[config.mk]
export PLATFORM = sky130hd
export DESIGN_NAME = pdr_ctrl
export DESIGN_NICKNAME = d
export VERILOG_FILES = /design/src/rtl/pdr_pkg.sv /design/src/rtl/pdr_ctrl.sv
export SDC_FILE = /design/constraint.sdc
export NUM_CORES = 1
export LEC_CHECK = 0
export BUFFER_PORTS_ARGS = -buffer_cell sky130_fd_sc_hd__buf_2
export CAP_MARGIN = 25
export CORE_MARGIN = 3
export CORE_UTILIZATION = 53
export DETAILED_ROUTE_END_ITERATION = 10
export GPL_TIMING_DRIVEN = 0
export MAX_ROUTING_LAYER = met4
export PLACE_DENSITY = 0.75
export REMOVE_ABC_BUFFERS = 1
export SYNTH_ARGS = -nofsm -noshare
export SYNTH_HDL_FRONTEND = slang
export SYNTH_SLANG_ARGS = --single-unit
[constraint.sdc]
create_clock -name i_clk -period 6.26 [get_ports i_clk]
set_input_delay 1.252 -clock i_clk [delete_from_list [all_inputs] [get_ports i_clk]]
set_output_delay 1.252 -clock i_clk [all_outputs]
set_load 0.05 [all_outputs]
[src/rtl/pdr_pkg.sv]
// Shared types, constants and Q32.32 saturating helpers for the ridge polynomial fitter.
// Used by every module of the block; depends on nothing else.
package pdr_pkg;

    // Fixed-point constants (Q32.32).
    localparam logic signed [63:0] Q_ONE = 64'sh0000_0001_0000_0000;
    localparam logic signed [63:0] Q_EPS = 64'sd4295;
    localparam logic signed [63:0] Q_MAX = 64'sh7FFF_FFFF_FFFF_FFFF;
    localparam logic signed [63:0] Q_MIN = 64'sh8000_0000_0000_0000;

    // Coefficient storage is sized for the highest supported degree.
    localparam int MAX_DEGREE    = 7;
    localparam int NCOEF         = MAX_DEGREE + 1;
    localparam int REFINE_PASSES = 3;
    localparam int MAX_POINTS_DEF = 256;

    // Configuration register indexes.
    localparam int CFG_IDX_W = 8;
    localparam logic [CFG_IDX_W-1:0] CFG_FIT_DEGREE    = 8'd0;
    localparam logic [CFG_IDX_W-1:0] CFG_RIDGE_WEIGHT  = 8'd1;
    localparam logic [CFG_IDX_W-1:0] CFG_ITERATION_CAP = 8'd2;
    localparam logic [CFG_IDX_W-1:0] CFG_REFINE_MODE   = 8'd3;

    // Datapath operations issued by the controller.
    typedef enum logic [4:0] {
        OP_NONE,
        OP_LOAD,
        OP_END,
        OP_SQRT_GO,
        OP_SIGMA_GO,
        OP_CDEN_GO,
        OP_PT_LATCH,
        OP_POW_GO,
        OP_EVC_GO,
        OP_EVR_GO,
        OP_TGT_WR,
        OP_STEP_GO,
        OP_DUAL_GO,
        OP_GRAD_GO,
        OP_CG_GO,
        OP_CDIV_GO,
        OP_FIT_CLR,
        OP_ITER_CLR,
        OP_RC_COPY,
        OP_RSC_GO,
        OP_EMIT
    } t_op;

    // Controller states.
    typedef enum logic [5:0] {
        S_IDLE,
        S_SQ_GO,
        S_SQ_WAIT,
        S_SIG_GO,
        S_SIG_WAIT,
        S_CD_GO,
        S_CD_WAIT,
        S_PASS,
        S_FIT_INIT,
        S_ITER_INIT,
        S_PT_READ,
        S_PT_LATCH,
        S_POW_GO,
        S_POW_WAIT,
        S_EV_GO,
        S_EV_WAIT,
        S_TGT_WR,
        S_STEP_GO,
        S_STEP_WAIT,
        S_DUAL_GO,
        S_DUAL_WAIT,
        S_GRAD_GO,
        S_GRAD_WAIT,
        S_CG_GO,
        S_CG_WAIT,
        S_CDIV_GO,
        S_CDIV_WAIT,
        S_ITER_END,
        S_FIT_END,
        S_RSC_GO,
        S_RSC_WAIT,
        S_NEXT,
        S_EMIT,
        S_END
    } t_state;

    // Command from controller to datapath.
    typedef struct packed {
        t_op        op;
        logic [2:0] j;
        logic [1:0] shift;
        logic       use_y;
        logic       first_iter;
        logic       tail;
    } t_cmd;

    // Status from datapath to controller.
    typedef struct packed {
        logic mul_done;
        logic div_done;
        logic sqrt_done;
        logic delta_small;
        logic pt_last;
    } t_stat;

    // Saturating add.
    function automatic logic signed [63:0] sat_add(logic signed [63:0] a,
                                                   logic signed [63:0] b);
        logic signed [64:0] s;
        s = {a[63], a} + {b[63], b};
        if (s[64] != s[63]) return s[64] ? Q_MIN : Q_MAX;
        return s[63:0];
    endfunction

    // Saturating subtract.
    function automatic logic signed [63:0] sat_sub(logic signed [63:0] a,
                                                   logic signed [63:0] b);
        logic signed [64:0] s;
        s = {a[63], a} - {b[63], b};
        if (s[64] != s[63]) return s[64] ? Q_MIN : Q_MAX;
        return s[63:0];
    endfunction

    // Magnitude as an unsigned 64-bit value.
    function automatic logic [63:0] mag64(logic signed [63:0] a);
        return a[63] ? (64'd0 - a) : a;
    endfunction

    // Signed value from a magnitude, saturated.
    function automatic logic signed [63:0] from_mag(logic [63:0] m, logic neg,
                                                    logic ovf);
        if (neg) begin
            if (ovf || m[63]) return Q_MIN;
            return 64'sd0 - $signed(m);
        end
        if (ovf || m[63]) return Q_MAX;
        return $signed(m);
    endfunction

endpackage

[src/rtl/pdr_ctrl.sv]
// Controller of the fitter: sequences loading, step sizes, iterations, refinement and output.
// Depends on pdr_pkg.
module pdr_ctrl import pdr_pkg::*; #(
    parameter int MAX_POINTS = MAX_POINTS_DEF
) (
    input  logic                           i_clk,
    input  logic                           i_rst_n,
    input  logic                           i_start,
    input  logic                           i_last_point,
    input  logic [2:0]                     i_fit_degree,
    input  logic [9:0]                     i_iteration_cap,
    input  logic                           i_refine_mode,
    input  t_stat                          i_stat,
    output t_cmd                           o_cmd,
    output logic [$clog2(MAX_POINTS)-1:0]  o_addr,
    output logic                           o_busy
);

    localparam int AW = $clog2(MAX_POINTS);

    t_state        r_state, n_state;
    logic [2:0]    r_j, n_j;
    logic [AW-1:0] r_i, n_i;
    logic [9:0]    r_it, n_it;
    logic [1:0]    r_pass, n_pass;
    logic          r_tgt, n_tgt;

    logic [2:0]    deg;
    logic          j_end;

    // Degree zero is fitted as degree one.
    assign deg   = (i_fit_degree == 3'd0) ? 3'd1 : i_fit_degree;
    assign j_end = (r_j == deg);

    always_ff @(posedge i_clk) begin
        if (!i_rst_n) begin
            r_state <= S_IDLE;
            r_j     <= 3'd0;
            r_i     <= '0;
            r_it    <= 10'd0;
            r_pass  <= 2'd0;
            r_tgt   <= 1'b0;
        end else begin
            r_state <= n_state;
            r_j     <= n_j;
            r_i     <= n_i;
            r_it    <= n_it;
            r_pass  <= n_pass;
            r_tgt   <= n_tgt;
        end
    end

    // Next state and commands.
    always_comb begin
        n_state          = r_state;
        n_j              = r_j;
        n_i              = r_i;
        n_it             = r_it;
        n_pass           = r_pass;
        n_tgt            = r_tgt;
        o_cmd.op         = OP_NONE;
        o_cmd.j          = r_j;
        o_cmd.shift      = r_pass - 2'd1;
        o_cmd.use_y      = (r_pass == 2'd0);
        o_cmd.first_iter = (r_it == 10'd0);
        o_cmd.tail       = j_end;

        case (r_state)
            S_IDLE: begin
                if (i_start) begin
                    o_cmd.op = OP_LOAD;
                    if (i_last_point) begin
                        n_pass  = 2'd0;
                        n_state = S_SQ_GO;
                    end
                end
            end
            S_SQ_GO: begin
                o_cmd.op = OP_SQRT_GO;
                n_state  = S_SQ_WAIT;
            end
            S_SQ_WAIT: if (i_stat.sqrt_done) n_state = S_SIG_GO;
            S_SIG_GO: begin
                o_cmd.op = OP_SIGMA_GO;
                n_state  = S_SIG_WAIT;
            end
            S_SIG_WAIT: if (i_stat.div_done) n_state = S_CD_GO;
            S_CD_GO: begin
                o_cmd.op = OP_CDEN_GO;
                n_state  = S_CD_WAIT;
            end
            S_CD_WAIT: if (i_stat.mul_done) n_state = S_PASS;
            // Refinement passes first rebuild the residual targets.
            S_PASS: begin
                if (r_pass == 2'd0) begin
                    n_state = S_FIT_INIT;
                end else begin
                    n_tgt   = 1'b1;
                    n_i     = '0;
                    n_state = S_PT_READ;
                end
            end
            S_FIT_INIT: begin
                o_cmd.op = OP_FIT_CLR;
                n_it     = 10'd0;
                n_state  = (i_iteration_cap == 10'd0) ? S_FIT_END : S_ITER_INIT;
            end
            S_ITER_INIT: begin
                o_cmd.op = OP_ITER_CLR;
                n_i      = '0;
                n_tgt    = 1'b0;
                n_state  = S_PT_READ;
            end
            S_PT_READ: n_state = S_PT_LATCH;
            S_PT_LATCH: begin
                o_cmd.op = OP_PT_LATCH;
                n_j      = 3'd1;
                n_state  = S_POW_GO;
            end
            // Powers of x for this point.
            S_POW_GO: begin
                o_cmd.op = OP_POW_GO;
                n_state  = S_POW_WAIT;
            end
            S_POW_WAIT: begin
                if (i_stat.mul_done) begin
                    if (j_end) begin
                        n_j     = 3'd0;
                        n_state = S_EV_GO;
                    end else begin
                        n_j     = r_j + 3'd1;
                        n_state = S_POW_GO;
                    end
                end
            end
            // Polynomial value with fit or refined coefficients.
            S_EV_GO: begin
                o_cmd.op = r_tgt ? OP_EVR_GO : OP_EVC_GO;
                n_state  = S_EV_WAIT;
            end
            S_EV_WAIT: begin
                if (i_stat.mul_done) begin
                    if (j_end) begin
                        n_state = r_tgt ? S_TGT_WR : S_STEP_GO;
                    end else begin
                        n_j     = r_j + 3'd1;
                        n_state = S_EV_GO;
                    end
                end
            end
            S_TGT_WR: begin
                o_cmd.op = OP_TGT_WR;
                if (i_stat.pt_last) begin
                    n_state = S_FIT_INIT;
                end else begin
                    n_i     = r_i + AW'(1);
                    n_state = S_PT_READ;
                end
            end
            // Dual update for this point.
            S_STEP_GO: begin
                o_cmd.op = OP_STEP_GO;
                n_state  = S_STEP_WAIT;
            end
            S_STEP_WAIT: if (i_stat.mul_done) n_state = S_DUAL_GO;
            S_DUAL_GO: begin
                o_cmd.op = OP_DUAL_GO;
                n_state  = S_DUAL_WAIT;
            end
            S_DUAL_WAIT: begin
                if (i_stat.div_done) begin
                    n_j     = 3'd0;
                    n_state = S_GRAD_GO;
                end
            end
            // Gradient accumulation for this point.
            S_GRAD_GO: begin
                o_cmd.op = OP_GRAD_GO;
                n_state  = S_GRAD_WAIT;
            end
            S_GRAD_WAIT: begin
                if (i_stat.mul_done) begin
                    if (!j_end) begin
                        n_j     = r_j + 3'd1;
                        n_state = S_GRAD_GO;
                    end else if (i_stat.pt_last) begin
                        n_j     = 3'd0;
                        n_state = S_CG_GO;
                    end else begin
                        n_i     = r_i + AW'(1);
                        n_state = S_PT_READ;
                    end
                end
            end
            // Primal update of every coefficient.
            S_CG_GO: begin
                o_cmd.op = OP_CG_GO;
                n_state  = S_CG_WAIT;
            end
            S_CG_WAIT: if (i_stat.mul_done) n_state = S_CDIV_GO;
            S_CDIV_GO: begin
                o_cmd.op = OP_CDIV_GO;
                n_state  = S_CDIV_WAIT;
            end
            S_CDIV_WAIT: begin
                if (i_stat.div_done) begin
                    if (j_end) begin
                        n_state = S_ITER_END;
                    end else begin
                        n_j     = r_j + 3'd1;
                        n_state = S_CG_GO;
                    end
                end
            end
            S_ITER_END: begin
                n_it = r_it + 10'd1;
                if (i_stat.delta_small ||
                    ({1'b0, r_it} + 11'd1 == {1'b0, i_iteration_cap})) begin
                    n_state = S_FIT_END;
                end else begin
                    n_state = S_ITER_INIT;
                end
            end
            // Base fit is copied; each refinement adds its scaled correction.
            S_FIT_END: begin
                if (r_pass == 2'd0) begin
                    o_cmd.op = OP_RC_COPY;
                    n_state  = S_NEXT;
                end else begin
                    n_j     = 3'd0;
                    n_state = S_RSC_GO;
                end
            end
            S_RSC_GO: begin
                o_cmd.op = OP_RSC_GO;
                n_state  = S_RSC_WAIT;
            end
            S_RSC_WAIT: begin
                if (i_stat.mul_done) begin
                    if (j_end) begin
                        n_state = S_NEXT;
                    end else begin
                        n_j     = r_j + 3'd1;
                        n_state = S_RSC_GO;
                    end
                end
            end
            S_NEXT: begin
                if (i_refine_mode && (r_pass != 2'(REFINE_PASSES))) begin
                    n_pass  = r_pass + 2'd1;
                    n_state = S_PASS;
                end else begin
                    n_j     = 3'd0;
                    n_state = S_EMIT;
                end
            end
            S_EMIT: begin
                o_cmd.op = OP_EMIT;
                if (j_end) n_state = S_END;
                else       n_j     = r_j + 3'd1;
            end
            S_END: begin
                o_cmd.op = OP_END;
                n_state  = S_IDLE;
            end
            default: n_state = S_IDLE;
        endcase
    end

    assign o_addr = r_i;
    assign o_busy = (r_state != S_IDLE);

endmodule

==> flow_metrics.env <==
export IMPL_io_pins=45
export IMPL_drc=0
export IMPL_synthCells=394
export IMPL_ant_nets=0
export IMPL_clockBufferDepth=2
export IMPL_htree_levels=2
export IMPL_worstSetupStartpointType="register"
export IMPL_met1_usage_pct=33.8
export IMPL_synth_area_leaders="dfxtp_1 (21%), nor2_1 (6.2%), xnor2_1 (4.2%)"
export IMPL_cp_required_ns=5.01
export IMPL_grt_pass1_wl_mm=13.2
export IMPL_maxCapViolCount=0
export IMPL_area_growth_pct=7.21
export IMPL_timing_final_crit_share_pct=65.8
export IMPL_dp_slack_ns=2.46
export IMPL_crit_family="flip-flops"
export IMPL_outcome="complete, no violations"
export IMPL_timing_hold_violations_final=0
export IMPL_ctsRootBufferMaster="clkbuf_8"
export IMPL_fp_dieH_microns=80.2
export IMPL_dp_cells=482
export IMPL_drt_iter0_drc=357
export IMPL_max_slew_worst_pin_slew_ns=1.18
export IMPL_ys_async_sr_fraction_pct=0
export IMPL_critPathBufInv=1
export IMPL_ys_flop_type="dfxtp_1"
export IMPL_syn_area_sq_um=2910
export IMPL_cts_sinks=30
export IMPL_wirelength_mm=8.05
export IMPL_grt_antenna_before_repair=0
export IMPL_critPathMaxStageDelay_ns=1.05
export IMPL_met3_usage_pct=6.05
export IMPL_finalWorstSetupSlack_ns=2.14
export IMPL_layout_nets=448
export IMPL_leakagePower_nw=1.16
export IMPL_n_antenna_cell=0
export IMPL_grtUsageTotal_pct=26.6
export IMPL_yosys_area_top_type="dfxtp_1"
export IMPL_cts_hold_buffers=0
export IMPL_initial_core_util_pct=56.0
export IMPL_grt_pass1_vias=2817
export IMPL_period_needed_ns=4.12
export IMPL_clock_skew_ns=0.00345
export IMPL_grt_overflow=0
export IMPL_most_common_layout_cells="nor2_1 (48), buf_2 (45), nand2_1 (32)"
export IMPL_yosysSeqAreaShare_pct=20.6
export IMPL_yosysTopAreaCellShare_pct=20.6
export IMPL_dr_pass1_iters=5
export IMPL_portBuffers=44
export IMPL_row_count=26
export IMPL_utilization_pct=60.0
export IMPL_top_usage_layer="met2"
export IMPL_cts_setup_buffers=0
export IMPL_dieArea_sq_um=6420
export IMPL_routed_via_density=6.37
export IMPL_clkSlewWorstSetupHoldPaths_ns=0.07
export IMPL_cts_tree="yes"
export IMPL_clock_latency_ns=0.28
export IMPL_power_density_nw_per_um2=236
export IMPL_postCtsResizedCells=0
export IMPL_stdcell_area_sq_um=3120
export IMPL_slowest_stage="dfxtp_1"
export IMPL_gp_congestion=0.960
export IMPL_detail_route_wl_per_cell_microns=16.4
export IMPL_synth_area_per_cell_sq_um=7.40
export IMPL_slew_viol_final=0
export IMPL_tns_ns=0
export IMPL_hp_class="reg2reg"
export IMPL_die_w_microns=80.2
export IMPL_rsz0062_at_grt="false"
export IMPL_crit_path_end_kind="primary output"
export IMPL_relSlewSlack_pct=20.6
export IMPL_post_dp_hpwl_mm=5.74
export IMPL_grt_max_degree=33
export IMPL_synth_edf_count=0
export IMPL_placed_area_sq_um=3030
export IMPL_synth_cell_types=79
export IMPL_final_cells=490
export IMPL_max_freq_mhz=243
export IMPL_ys_warnings_count=0
export IMPL_crit_chain="nand2b_1 > or2_2 > o21ai_0 > a21oi_1 > a211o_1 > o311ai_0 > buf_2"
export IMPL_synth_seq_cells=30
export IMPL_drive_gt1_share_pct=16.2
export IMPL_final_common_cell="nor2_1"
export IMPL_critical_path_max_fanout=31
export IMPL_arrival_ns=2.87
export IMPL_critPathKind="reg2out"
export IMPL_cts_buffers=5
export IMPL_use_met2_pct=41.2
export IMPL_vias=3119
export IMPL_core_sq_um=5200
export IMPL_peakVddDrop_uv=154
export IMPL_setup_violations=0
[sequential cells by signal, summed over array words and instances, names as in the netlist]
signal,count
o_addr,8
r_state,6
r_tgt,1
r_pass,2
r_j,3
r_it,10
[Yosys cell counts, drive strengths merged, types with 11 or more instances]
master  count
nand2      32
buf        16
nor2       48
dfxtp      30
inv        13
nand3      17
xor2       11
xnor2      14
nor4       13
a21oi      21
nor3       15
o21ai      25
clkbuf     11
[kinds of logic (layout without fill, tap and decap cells)]
family	after synthesis	after routing	synth area share, %
AOI/OAI and AO/OA	106	106	25.5
xor gates and xnor gates	25	25	7.51
adders and majority gates	6	6	2.58
buffers and inverters	41	67	8.59
DFF	30	30	20.6
muxes	4	4	1.42
and+or+nand+nor	182	182	33.7
[stage by stage]
step | power, W | hold WS [ns]
floorplan | 0.000485 | 0.483
detailed placement | 0.000573 | 0.513
global placement | 0.000573 | 0.491
finish | 0.000738 | 0.519
CTS | 0.000738 | 0.522
global route | 0.000782 | 0.559
[area by class of cell]
| cell class | count | area [sq um] |
|---|---|---|
| repair buffers | 45 | 225 |
| multi-input cells | 323 | 2060 |
| well taps | 70 | 87.6 |
| inverters | 14 | 52.6 |
| flip-flops and latches | 30 | 601 |
| clock buffers | 6 | 82.6 |
| fillers | 517 | 2080 |
| clock inverters | 2 | 12.5 |
[power breakdown]
| part | total (W) | switching, W | leakage, nW | internal [W] |
|---|---|---|---|---|
| logic | 0.000317 | 0.000201 | 0.875 | 0.000116 |
| registers | 0.000259 | 0.0000598 | 0.242 | 0.000200 |
| clock network | 0.000162 | 0.0000735 | 0.0472 | 0.0000882 |
[worst min-delay path: cells and delay by family, from the launching register on]
family          cells  cell delay [ns]
flops               1             0.35
simple gates        1             0.07
compound gates      1             0.05
[final timing paths]
| check | slack (ns) | cells past startpoint | startpoint | end |
|---|---|---|---|---|
| max reg2reg | 3.12 | 7 | r_state[3] | r_state[2] |
| min | 0.52 | 2 | r_j[2] | r_j[2] |
| max | 2.14 | 7 | r_state[2] | o_cmd[9] |
| min reg2reg | 0.52 | 2 | r_j[2] | r_j[2] |
[layer usage]
| layer | wire, microns | up-vias |
|---|---|---|
| met5 | 0 | - |
| met4 | 174 | 0 |
| met3 | 664 | 20 |
| met2 | 3630 | 154 |
| met1 | 3580 | 1434 |
| li1 | - | 1511 |
Power figures use the tool's default switching activity.
